`src/hw/rtl/rsba_pkg.sv`:
```
// ----------------------------------------------------------------------------
// rsba_pkg: shared types and constants of the rotated span blit addresser
// Register map, reset values, configuration bundle and transform result.
// ----------------------------------------------------------------------------
package rsba_pkg;

    // Field widths fixed by the interface
    localparam int RUN_W    = 13;   // run_x, run_y (signed)
    localparam int COLOR_W  = 32;
    localparam int ADDR_W   = 32;
    localparam int QUAD_W   = 2;
    localparam int OFFS_W   = 14;   // offset_x, offset_y (signed)
    localparam int SIZE_W   = 13;   // screen_width, screen_height
    localparam int PITCH_W  = 14;
    localparam int CFG_IDX_W  = 3;
    localparam int CFG_DATA_W = 32;

    // Default run length limit (pixel index wraps after this many pixels)
    localparam int MAX_RUN_DEF = 4096;

    // Configuration register indexes
    typedef enum logic [CFG_IDX_W-1:0] {
        REG_QUADRANT      = 3'd0,
        REG_OFFSET_X      = 3'd1,
        REG_OFFSET_Y      = 3'd2,
        REG_SCREEN_WIDTH  = 3'd3,
        REG_SCREEN_HEIGHT = 3'd4,
        REG_LINE_PITCH    = 3'd5,
        REG_FRAME_BASE    = 3'd6
    } t_cfg_reg;

    // Rotation codes
    typedef enum logic [QUAD_W-1:0] {
        QUAD_0   = 2'd0,
        QUAD_90  = 2'd1,
        QUAD_180 = 2'd2,
        QUAD_270 = 2'd3
    } t_quad;

    typedef struct packed {
        t_quad                      quadrant;
        logic signed [OFFS_W-1:0]   offset_x;
        logic signed [OFFS_W-1:0]   offset_y;
        logic [SIZE_W-1:0]          screen_width;
        logic [SIZE_W-1:0]          screen_height;
        logic [PITCH_W-1:0]         line_pitch;
        logic [ADDR_W-1:0]          frame_base;
    } t_cfg;

    localparam logic [SIZE_W-1:0]  SCREEN_SIZE_RST = SIZE_W'(240);
    localparam logic [PITCH_W-1:0] LINE_PITCH_RST  = PITCH_W'(240);

    typedef struct packed {
        logic               visible;
        logic [ADDR_W-1:0]  address;
    } t_xform_res;

endpackage

```
`src/hw/rtl/rsba_xform.sv`:
```
// ----------------------------------------------------------------------------
// rsba_xform: pixel rotate, place, clip and address calculation
// Maps one source pixel to its framebuffer word address and visibility.
// ----------------------------------------------------------------------------
module rsba_xform #(
    parameter int IDX_W = 12
) (
    input  rsba_pkg::t_cfg                          i_cfg,
    input  logic signed [rsba_pkg::RUN_W-1:0]       i_run_x,
    input  logic signed [rsba_pkg::RUN_W-1:0]       i_run_y,
    input  logic [IDX_W-1:0]                        i_pixel_index,
    output rsba_pkg::t_xform_res                    o_res
);
    import rsba_pkg::*;

    // Source x needs room for run_x plus the unsigned index
    localparam int SX_W = ((IDX_W + 1 > RUN_W) ? IDX_W + 1 : RUN_W) + 1;
    // Room for negation and the offset add
    localparam int DW   = ((SX_W > OFFS_W) ? SX_W : OFFS_W) + 2;

    logic signed [DW-1:0] sx;
    logic signed [DW-1:0] sy;
    logic signed [DW-1:0] rx;
    logic signed [DW-1:0] ry;
    logic signed [DW-1:0] dx;
    logic signed [DW-1:0] dy;
    logic signed [DW-1:0] width_s;
    logic signed [DW-1:0] height_s;
    logic [SIZE_W+PITCH_W-1:0] row_offs;

    assign sx = $signed({{(DW-RUN_W){i_run_x[RUN_W-1]}}, i_run_x})
              + $signed({{(DW-IDX_W){1'b0}}, i_pixel_index});
    assign sy = $signed({{(DW-RUN_W){i_run_y[RUN_W-1]}}, i_run_y});

    always_comb begin
        unique case (i_cfg.quadrant)
            QUAD_0: begin
                rx = sx;
                ry = sy;
            end
            QUAD_90: begin
                rx = sy;
                ry = -sx;
            end
            QUAD_180: begin
                rx = -sx;
                ry = -sy;
            end
            QUAD_270: begin
                rx = -sy;
                ry = sx;
            end
            default: begin
                rx = sx;
                ry = sy;
            end
        endcase
    end

    assign dx = rx + $signed({{(DW-OFFS_W){i_cfg.offset_x[OFFS_W-1]}}, i_cfg.offset_x});
    assign dy = ry + $signed({{(DW-OFFS_W){i_cfg.offset_y[OFFS_W-1]}}, i_cfg.offset_y});

    assign width_s  = $signed({{(DW-SIZE_W){1'b0}}, i_cfg.screen_width});
    assign height_s = $signed({{(DW-SIZE_W){1'b0}}, i_cfg.screen_height});

    // Visible coordinates are below 2^SIZE_W, so the low bits carry them
    assign row_offs = dy[SIZE_W-1:0] * i_cfg.line_pitch;

    assign o_res.visible = !dx[DW-1] && !dy[DW-1] && (dx < width_s) && (dy < height_s);
    assign o_res.address = i_cfg.frame_base
                         + {{(ADDR_W-SIZE_W-PITCH_W){1'b0}}, row_offs}
                         + {{(ADDR_W-SIZE_W){1'b0}}, dx[SIZE_W-1:0]};

endmodule

```
`src/hw/rtl/rotated_span_blit_addresser.sv`:
```
// ----------------------------------------------------------------------------
// rotated_span_blit_addresser: rotated, clipped span blit address generator
// Turns a stream of run pixels into framebuffer word writes.
// ----------------------------------------------------------------------------
// One pixel beat enters per clock while the write side does not stall, and
// its write beat leaves from the result register after passing the two
// register stages (input register, result register) with the rotate, clip
// and row-times-pitch multiply between them. Each input beat is one pixel of
// a horizontal run; the block counts the pixel index inside the run itself,
// restarting after a beat with run_last set or after MAX_RUN pixels. The
// pixel is rotated by the quadrant register, shifted by the offsets and
// clipped exactly against the screen size; a clipped pixel produces no
// output beat. Visible pixels produce address = frame_base + y*pitch + x
// (modulo 2^32) with the color passed through. Write configuration only
// while no pixel is in flight; the config port is always ready.
// ----------------------------------------------------------------------------
module rotated_span_blit_addresser #(
    parameter int MAX_RUN = rsba_pkg::MAX_RUN_DEF
) (
    input  logic                                    i_clk,
    input  logic                                    i_rst_n,
    // pixel input channel
    input  logic                                    i_in_valid,
    output logic                                    o_in_stall,
    input  logic signed [rsba_pkg::RUN_W-1:0]       i_run_x,
    input  logic signed [rsba_pkg::RUN_W-1:0]       i_run_y,
    input  logic [rsba_pkg::COLOR_W-1:0]            i_pixel_color,
    input  logic                                    i_run_last,
    // write output channel
    output logic                                    o_out_valid,
    input  logic                                    i_out_stall,
    output logic [rsba_pkg::ADDR_W-1:0]             o_write_address,
    output logic [rsba_pkg::COLOR_W-1:0]            o_write_color,
    // configuration write channel
    input  logic                                    i_cfg_valid,
    output logic                                    o_cfg_ready,
    input  logic [rsba_pkg::CFG_IDX_W-1:0]          i_cfg_index,
    input  logic [rsba_pkg::CFG_DATA_W-1:0]         i_cfg_data
);
    import rsba_pkg::*;

    localparam int IDX_W = $clog2(MAX_RUN);
    localparam logic [IDX_W-1:0] IDX_LAST = IDX_W'(MAX_RUN - 1);

    // configuration
    t_cfg r_cfg;

    // pixel index counter
    logic [IDX_W-1:0] r_pixel_index;
    logic [IDX_W-1:0] n_pixel_index;

    // input register stage
    logic                       r_in_valid;
    logic signed [RUN_W-1:0]    r_run_x;
    logic signed [RUN_W-1:0]    r_run_y;
    logic [COLOR_W-1:0]         r_color;
    logic [IDX_W-1:0]           r_index;

    // result register stage
    logic                       r_out_valid;
    logic [ADDR_W-1:0]          r_address;
    logic [COLOR_W-1:0]         r_out_color;

    logic       advance;    // result register may load
    logic       in_accept;
    t_xform_res xres;

    // ---------------------------------------------------------------
    // Handshake: the result register loads whenever it is empty or its
    // beat is being taken; the input register takes a new beat whenever
    // it is empty or moving on into the result register.
    // ---------------------------------------------------------------
    assign advance     = !(r_out_valid && i_out_stall);
    assign o_in_stall  = r_in_valid && !advance;
    assign in_accept   = i_in_valid && !o_in_stall;
    assign o_cfg_ready = 1'b1;

    // Restart the index after the last pixel of a run or at the length limit
    always_comb begin
        if (i_run_last || r_pixel_index == IDX_LAST) begin
            n_pixel_index = '0;
        end else begin
            n_pixel_index = r_pixel_index + IDX_W'(1);
        end
    end

    // ---------------------------------------------------------------
    // Configuration registers
    // ---------------------------------------------------------------
    always_ff @(posedge i_clk) begin
        if (!i_rst_n) begin
            r_cfg.quadrant      <= QUAD_0;
            r_cfg.offset_x      <= '0;
            r_cfg.offset_y      <= '0;
            r_cfg.screen_width  <= SCREEN_SIZE_RST;
            r_cfg.screen_height <= SCREEN_SIZE_RST;
            r_cfg.line_pitch    <= LINE_PITCH_RST;
            r_cfg.frame_base    <= '0;
        end else if (i_cfg_valid && o_cfg_ready) begin
            unique case (t_cfg_reg'(i_cfg_index))
                REG_QUADRANT:      r_cfg.quadrant      <= t_quad'(i_cfg_data[QUAD_W-1:0]);
                REG_OFFSET_X:      r_cfg.offset_x      <= i_cfg_data[OFFS_W-1:0];
                REG_OFFSET_Y:      r_cfg.offset_y      <= i_cfg_data[OFFS_W-1:0];
                REG_SCREEN_WIDTH:  r_cfg.screen_width  <= i_cfg_data[SIZE_W-1:0];
                REG_SCREEN_HEIGHT: r_cfg.screen_height <= i_cfg_data[SIZE_W-1:0];
                REG_LINE_PITCH:    r_cfg.line_pitch    <= i_cfg_data[PITCH_W-1:0];
                REG_FRAME_BASE:    r_cfg.frame_base    <= i_cfg_data[ADDR_W-1:0];
                default: ;  // drop writes to unmapped indexes
            endcase
        end
    end

    // ---------------------------------------------------------------
    // Input register and index counter
    // ---------------------------------------------------------------
    always_ff @(posedge i_clk) begin
        if (!i_rst_n) begin
            r_in_valid    <= 1'b0;
            r_pixel_index <= '0;
        end else begin
            if (!o_in_stall) begin
                r_in_valid <= i_in_valid;
            end
            if (in_accept) begin
                r_pixel_index <= n_pixel_index;
            end
        end
    end

    // Capture the beat together with its index inside the run
    always_ff @(posedge i_clk) begin
        if (in_accept) begin
            r_run_x <= i_run_x;
            r_run_y <= i_run_y;
            r_color <= i_pixel_color;
            r_index <= r_pixel_index;
        end
    end

    // ---------------------------------------------------------------
    // Rotate, place, clip and address
    // ---------------------------------------------------------------
    rsba_xform #(
        .IDX_W          (IDX_W)
    ) u_xform (
        .i_cfg          (r_cfg),
        .i_run_x        (r_run_x),
        .i_run_y        (r_run_y),
        .i_pixel_index  (r_index),
        .o_res          (xres)
    );

    // ---------------------------------------------------------------
    // Result register: only visible pixels become write beats
    // ---------------------------------------------------------------
    always_ff @(posedge i_clk) begin
        if (!i_rst_n) begin
            r_out_valid <= 1'b0;
        end else if (advance) begin
            r_out_valid <= r_in_valid && xres.visible;
        end
    end

    always_ff @(posedge i_clk) begin
        if (advance && r_in_valid) begin
            r_address   <= xres.address;
            r_out_color <= r_color;
        end
    end

    assign o_out_valid     = r_out_valid;
    assign o_write_address = r_address;
    assign o_write_color   = r_out_color;

    // ---------------------------------------------------------------
    // Assertions
    // ---------------------------------------------------------------
    a_index_restart: assert property (@(posedge i_clk) disable iff (!i_rst_n)
        (in_accept && i_run_last) |=> (r_pixel_index == '0))
        else $error("pixel index did not restart after the last pixel of a run");

    a_index_step: assert property (@(posedge i_clk) disable iff (!i_rst_n)
        (in_accept && !i_run_last && r_pixel_index != IDX_LAST)
            |=> (r_pixel_index == $past(r_pixel_index) + IDX_W'(1)))
        else $error("pixel index did not advance by one");

    a_index_hold: assert property (@(posedge i_clk) disable iff (!i_rst_n)
        !in_accept |=> $stable(r_pixel_index))
        else $error("pixel index moved without an accepted beat");

    a_stall_only_full: assert property (@(posedge i_clk) disable iff (!i_rst_n)
        o_in_stall |-> (r_in_valid && r_out_valid))
        else $error("input stalled while the pipeline had room");

    a_out_from_input: assert property (@(posedge i_clk) disable iff (!i_rst_n)
        $rose(r_out_valid) |-> $past(r_in_valid))
        else $error("write beat appeared without a pixel in the input register");

endmodule

```
`config.mk`:
```
export PLATFORM = sky130hd
export DESIGN_NAME = rotated_span_blit_addresser
export DESIGN_NICKNAME = d
export VERILOG_FILES = /design/src/hw/rtl/rsba_pkg.sv /design/src/hw/rtl/rsba_xform.sv /design/src/hw/rtl/rotated_span_blit_addresser.sv
export SDC_FILE = /design/constraint.sdc
export NUM_CORES = 1
export LEC_CHECK = 0
export BUFFER_PORTS_ARGS = -buffer_cell sky130_fd_sc_hd__buf_4
export CAP_MARGIN = 20
export CORE_MARGIN = 1
export CORE_UTILIZATION = 40
export CTS_BUF_LIST = sky130_fd_sc_hd__clkbuf_2 sky130_fd_sc_hd__clkbuf_4 sky130_fd_sc_hd__clkbuf_8
export CTS_CLUSTER_DIAMETER = 120
export DETAILED_ROUTE_END_ITERATION = 10
export GPL_TIMING_DRIVEN = 0
export PLACE_DENSITY = 0.61
export SLEW_MARGIN = 10
export SYNTH_ARGS = -nofsm -noshare
export SYNTH_HDL_FRONTEND = slang
export SYNTH_SLANG_ARGS = --single-unit
```
`constraint.sdc`:
```
create_clock -name i_clk -period 8.6 [get_ports i_clk]
set_input_delay 1.72 -clock i_clk [delete_from_list [all_inputs] [get_ports i_clk]]
set_output_delay 1.72 -clock i_clk [all_outputs]
set_load 0.005 [all_outputs]
```
==> results.toml <==
[run_status]
outcome = "finished with violations"
failed_checks = "setup timing"

[synthesis]
syn_area_um2 = 19900
synth.net_count = 2564
yosysTopAreaCell = "edfxtp_1"
yosysMostFrequentCell = "nand2_1"
ys_ff_latch = 250
ys_warn_count = 0
synth_commonest_cells = "nand2_1 (398), inv_1 (289), fa_1 (172), ha_1 (161), edfxtp_1 (134)"
ys_seq_area_share_pct = 31.90
synthArstFlopShare_pct = 0
synth_ff_type = "edfxtp_1"
syn_area_per_cell_um2 = 9.332
yosysTopAreaCellShare_pct = 20.23
ys_types = 86
syn_inst = 2132
synth.area.top_cells = "edfxtp_1 (20%), fa_1 (17%), dfxtp_1 (12%)"
synth-edff-count = 134

[drt]
wire_per_inst_um = 18.81
finalWirelength_um = 59070
dr.pass1.iters = 5
drtIter0Drc = 960
viasPerCell = 5.228
dr_total_vias = 16420
drtAntennaViolNets = 0
drc = 0

[placed_design]
place.port_buffers = 162
dp_hpwl_um = 44940
dp_cells = 2963
gp_congestion = 0.9274

[layout]
syn_to_final_growth_pct = 26.58
multi_input_area_um2 = 13390
regArea_um2 = 6346
fill_cells = 4543
layout-drive-gt1-share_pct = 23.54
finalNonFillerCells = 3141
nets = 2871
antennaDiodeCount = 0

[setup_path]
r2r_end = "o_write_address[31]$_DFFE_PP_"
crit_path_start = "r_run_x[0]$_DFFE_PP_"
crit_arrival_ns = 9.85
endpoint_kind = "flop"
required_ns = 8.98
path_max_fanout = 6
start_kind = "flop"
reg2reg_from = "r_run_x[0]$_DFFE_PP_"
critPathKind = "reg2reg"
cpPeakStageDelay_ns = 0.58
worst-r2r-setup-slack_ns = -0.87
r2r_cells = 39
cpMostUsedCell = "fa_2"
cp_slowest_cell = "fa_2"

[sta]
worst_pin_slew_ns = 0.9347
finalSetupViolations = 21
final.setup_skew_ns = 0.04714
rsz0062_at_grt = "yes"
finalCritPeriodShare_pct = 110.1
fin_crit_ns = 9.469
finalWorstSetupSlack_ns = -0.8685
setup-tns-final_ns = -11.24
relSlewSlack_pct = 36.07
drv_slew = 0
max_freq_ghz = 0.1056
hold_viol_final = 0

[grt]
grt_pass1_vias = 16490
grt_pass1_wl_um = 91170
grt_util_all_layers_pct = 23.37
grt_antenna_before_repair = 1
grt_max_degree = 62
grt_remaining_overflow = 0

[clocking]
cts_made_buffers = 48
path_clk_slew_ns = 0.06
clock-sinks = 250
clockBufferDepth = 3
hold_buffers = 0
root_buffer = "clkbuf_8"
htree_levels = 2
insertion_delay_ns = 0.65
cts_tree = "yes"

[power]
p_int_uw = 4693
clkPwrFrac_pct = 15.9
power_switching_uw = 3319
sw_frac_of_total_pct = 41.43
ir_worst_vdd_mv = 0.3869
powerDensity_nw_per_um2 = 318.1
p_comb_share_pct = 65.0
p_leak_uw = 0.01079
pwr-share-seq_pct = 19.1

[floorplanning]
rows = 81
initial_core_util_pct = 40.56
die_x_um = 225.0
fp.dieArea_um2 = 50630
io_pins = 166
dieHeight_um = 225.0
coreArea_um2 = 49050

[hold_path]
hold_depth = 0
hold_start = "r_color[15]$_DFFE_PP_"
holdPathEnd = "o_write_color[15]$_DFFE_PP_"
min_path_type = "reg2reg"

[job]
cap_violations = 0
state kept, by name (all words and copies together) (netlist names):
name	cells
o_out_valid	1
r_in_valid	1
r_color	32
o_write_address	32
r_run_x	13
r_pixel_index	12
r_run_y	13
r_cfg	102
o_write_color	32
r_index	12
layer usage:
metal	routed length [um]	share of wire, %	GRT usage (%)	up-vias
li1	-	-	-	7718
met1	25480	43	31.01	8097
met2	27910	47	38.41	505
met3	4137	7.0	4.798	100
met4	1535	2.6	6.737	2
met5	13	0.022	0	-
final cells by class:
| type | instances | share of cell area (%) |
|---|---|---|
| Tap cell | 664 | 3.299 |
| Sequential cell | 250 | 25.20 |
| Clock buffer | 73 | 3.567 |
| Multi-Input combinational cell | 1507 | 53.18 |
| Buffer | 85 | 1.605 |
| Inverter | 289 | 4.317 |
| Clock inverter | 15 | 0.5415 |
| Timing Repair Buffer | 258 | 8.287 |
power by group through the flow:
stage	clock network, uW	registers (uW)	logic [uW]
after floorplan	0	1550	2740
after global placement	0	1560	3690
after detailed placement	0	1560	3760
after CTS	1310	1530	4520
after global routing	1360	1540	5670
final	1280	1530	5210
timing repair:
action	in CTS	in global routing
resized for setup	163	118
pin swaps	79	95
setup buffers	70	22
endpoints found under the setup margin	22	22
cloned	0	0
how the worst max path moves through the flow:
stage / to / slack [ns] / depth (start not counted)
2_1_floorplan: o_write_address[31]$_DFFE_PP_ / -0.38 / 39
3_3_place_gp: o_write_address[29]$_DFFE_PP_ / -2.15 / 36
3_5_place_dp: o_write_address[26]$_DFFE_PP_ / -1.95 / 36
4_1_cts: o_write_address[31]$_DFFE_PP_ / -1.01 / 39
5_1_grt: o_write_address[31]$_DFFE_PP_ / -1.19 / 39
6_report: o_write_address[31]$_DFFE_PP_ / -0.87 / 39
critical path, delay by kind of cell, from the launching register on:
| family | cells | cell delay [ns] |
|---|---|---|
| adders and majority gates | 10 | 4.10 |
| AOI/OAI and AO/OA | 15 | 2.66 |
| and+or+nand+nor | 8 | 1.36 |
| buffers and inverters | 5 | 0.60 |
| DFF | 1 | 0.34 |
| xor gates and xnor gates | 1 | 0.17 |
layout by cell type (no fill, tap or decap), types with 8 or more instances in the layout:
cell type	instances
ha_2	10
buf_6	16
a21boi_0	88
a21o_1	21
nand4_1	9
o21a_1	14
o211ai_1	17
and2_1	56
and3_1	8
xnor2_1	31
ha_1	125
or3_1	9
nor2b_1	13
nand3_1	33
nor3_1	19
a211oi_1	9
xnor2_2	10
clkbuf_4	20
nand2b_1	24
xor2_1	15
clkbuf_1	58
nor2_1	69
inv_1	274
o21ai_1	15
nand2_1	390
a21oi_2	21
ha_4	26
buf_4	239
nor2_2	8
inv_2	14
fa_1	165
buf_2	10
edfxtp_1	134
o21ai_0	40
dfxtp_1	116
o21ai_2	11
a21oi_1	55
clkbuf_8	58
cells by family after synthesis:
kind of cell    count (synthesis)  share of synthesized area, %
compound gates                386                         13.29
xor+xnor                       67                         2.987
fa+ha+maj                     333                         27.43
buf+inv                       375                         7.119
flops                         250                         31.90
mux                            13                         1.050
other cells                     1                       0.01885
simple gates                  707                         16.21
stage by stage:
| stage | worst slack (ns) | total power (uW) | utilization (%) | hold WS (ns) | cell area, um^2 |
|---|---|---|---|---|---|
| 2_1_floorplan | -0.3800 | 4292 | - | 0.4003 | 20050 |
| 3_3_place_gp | -2.153 | 5251 | 45.04 | 0.4016 | 22090 |
| 3_5_place_dp | -1.945 | 5320 | 45.31 | 0.4045 | 22220 |
| 4_1_cts | -1.011 | 7360 | 50.02 | 0.4134 | 24540 |
| 5_1_grt | -1.185 | 8564 | 51.34 | 0.4209 | 25180 |
| 6_report | -0.8685 | 8012 | 51.34 | 0.4164 | 25180 |
No activity file was read; power rests on OpenSTA's default activity.
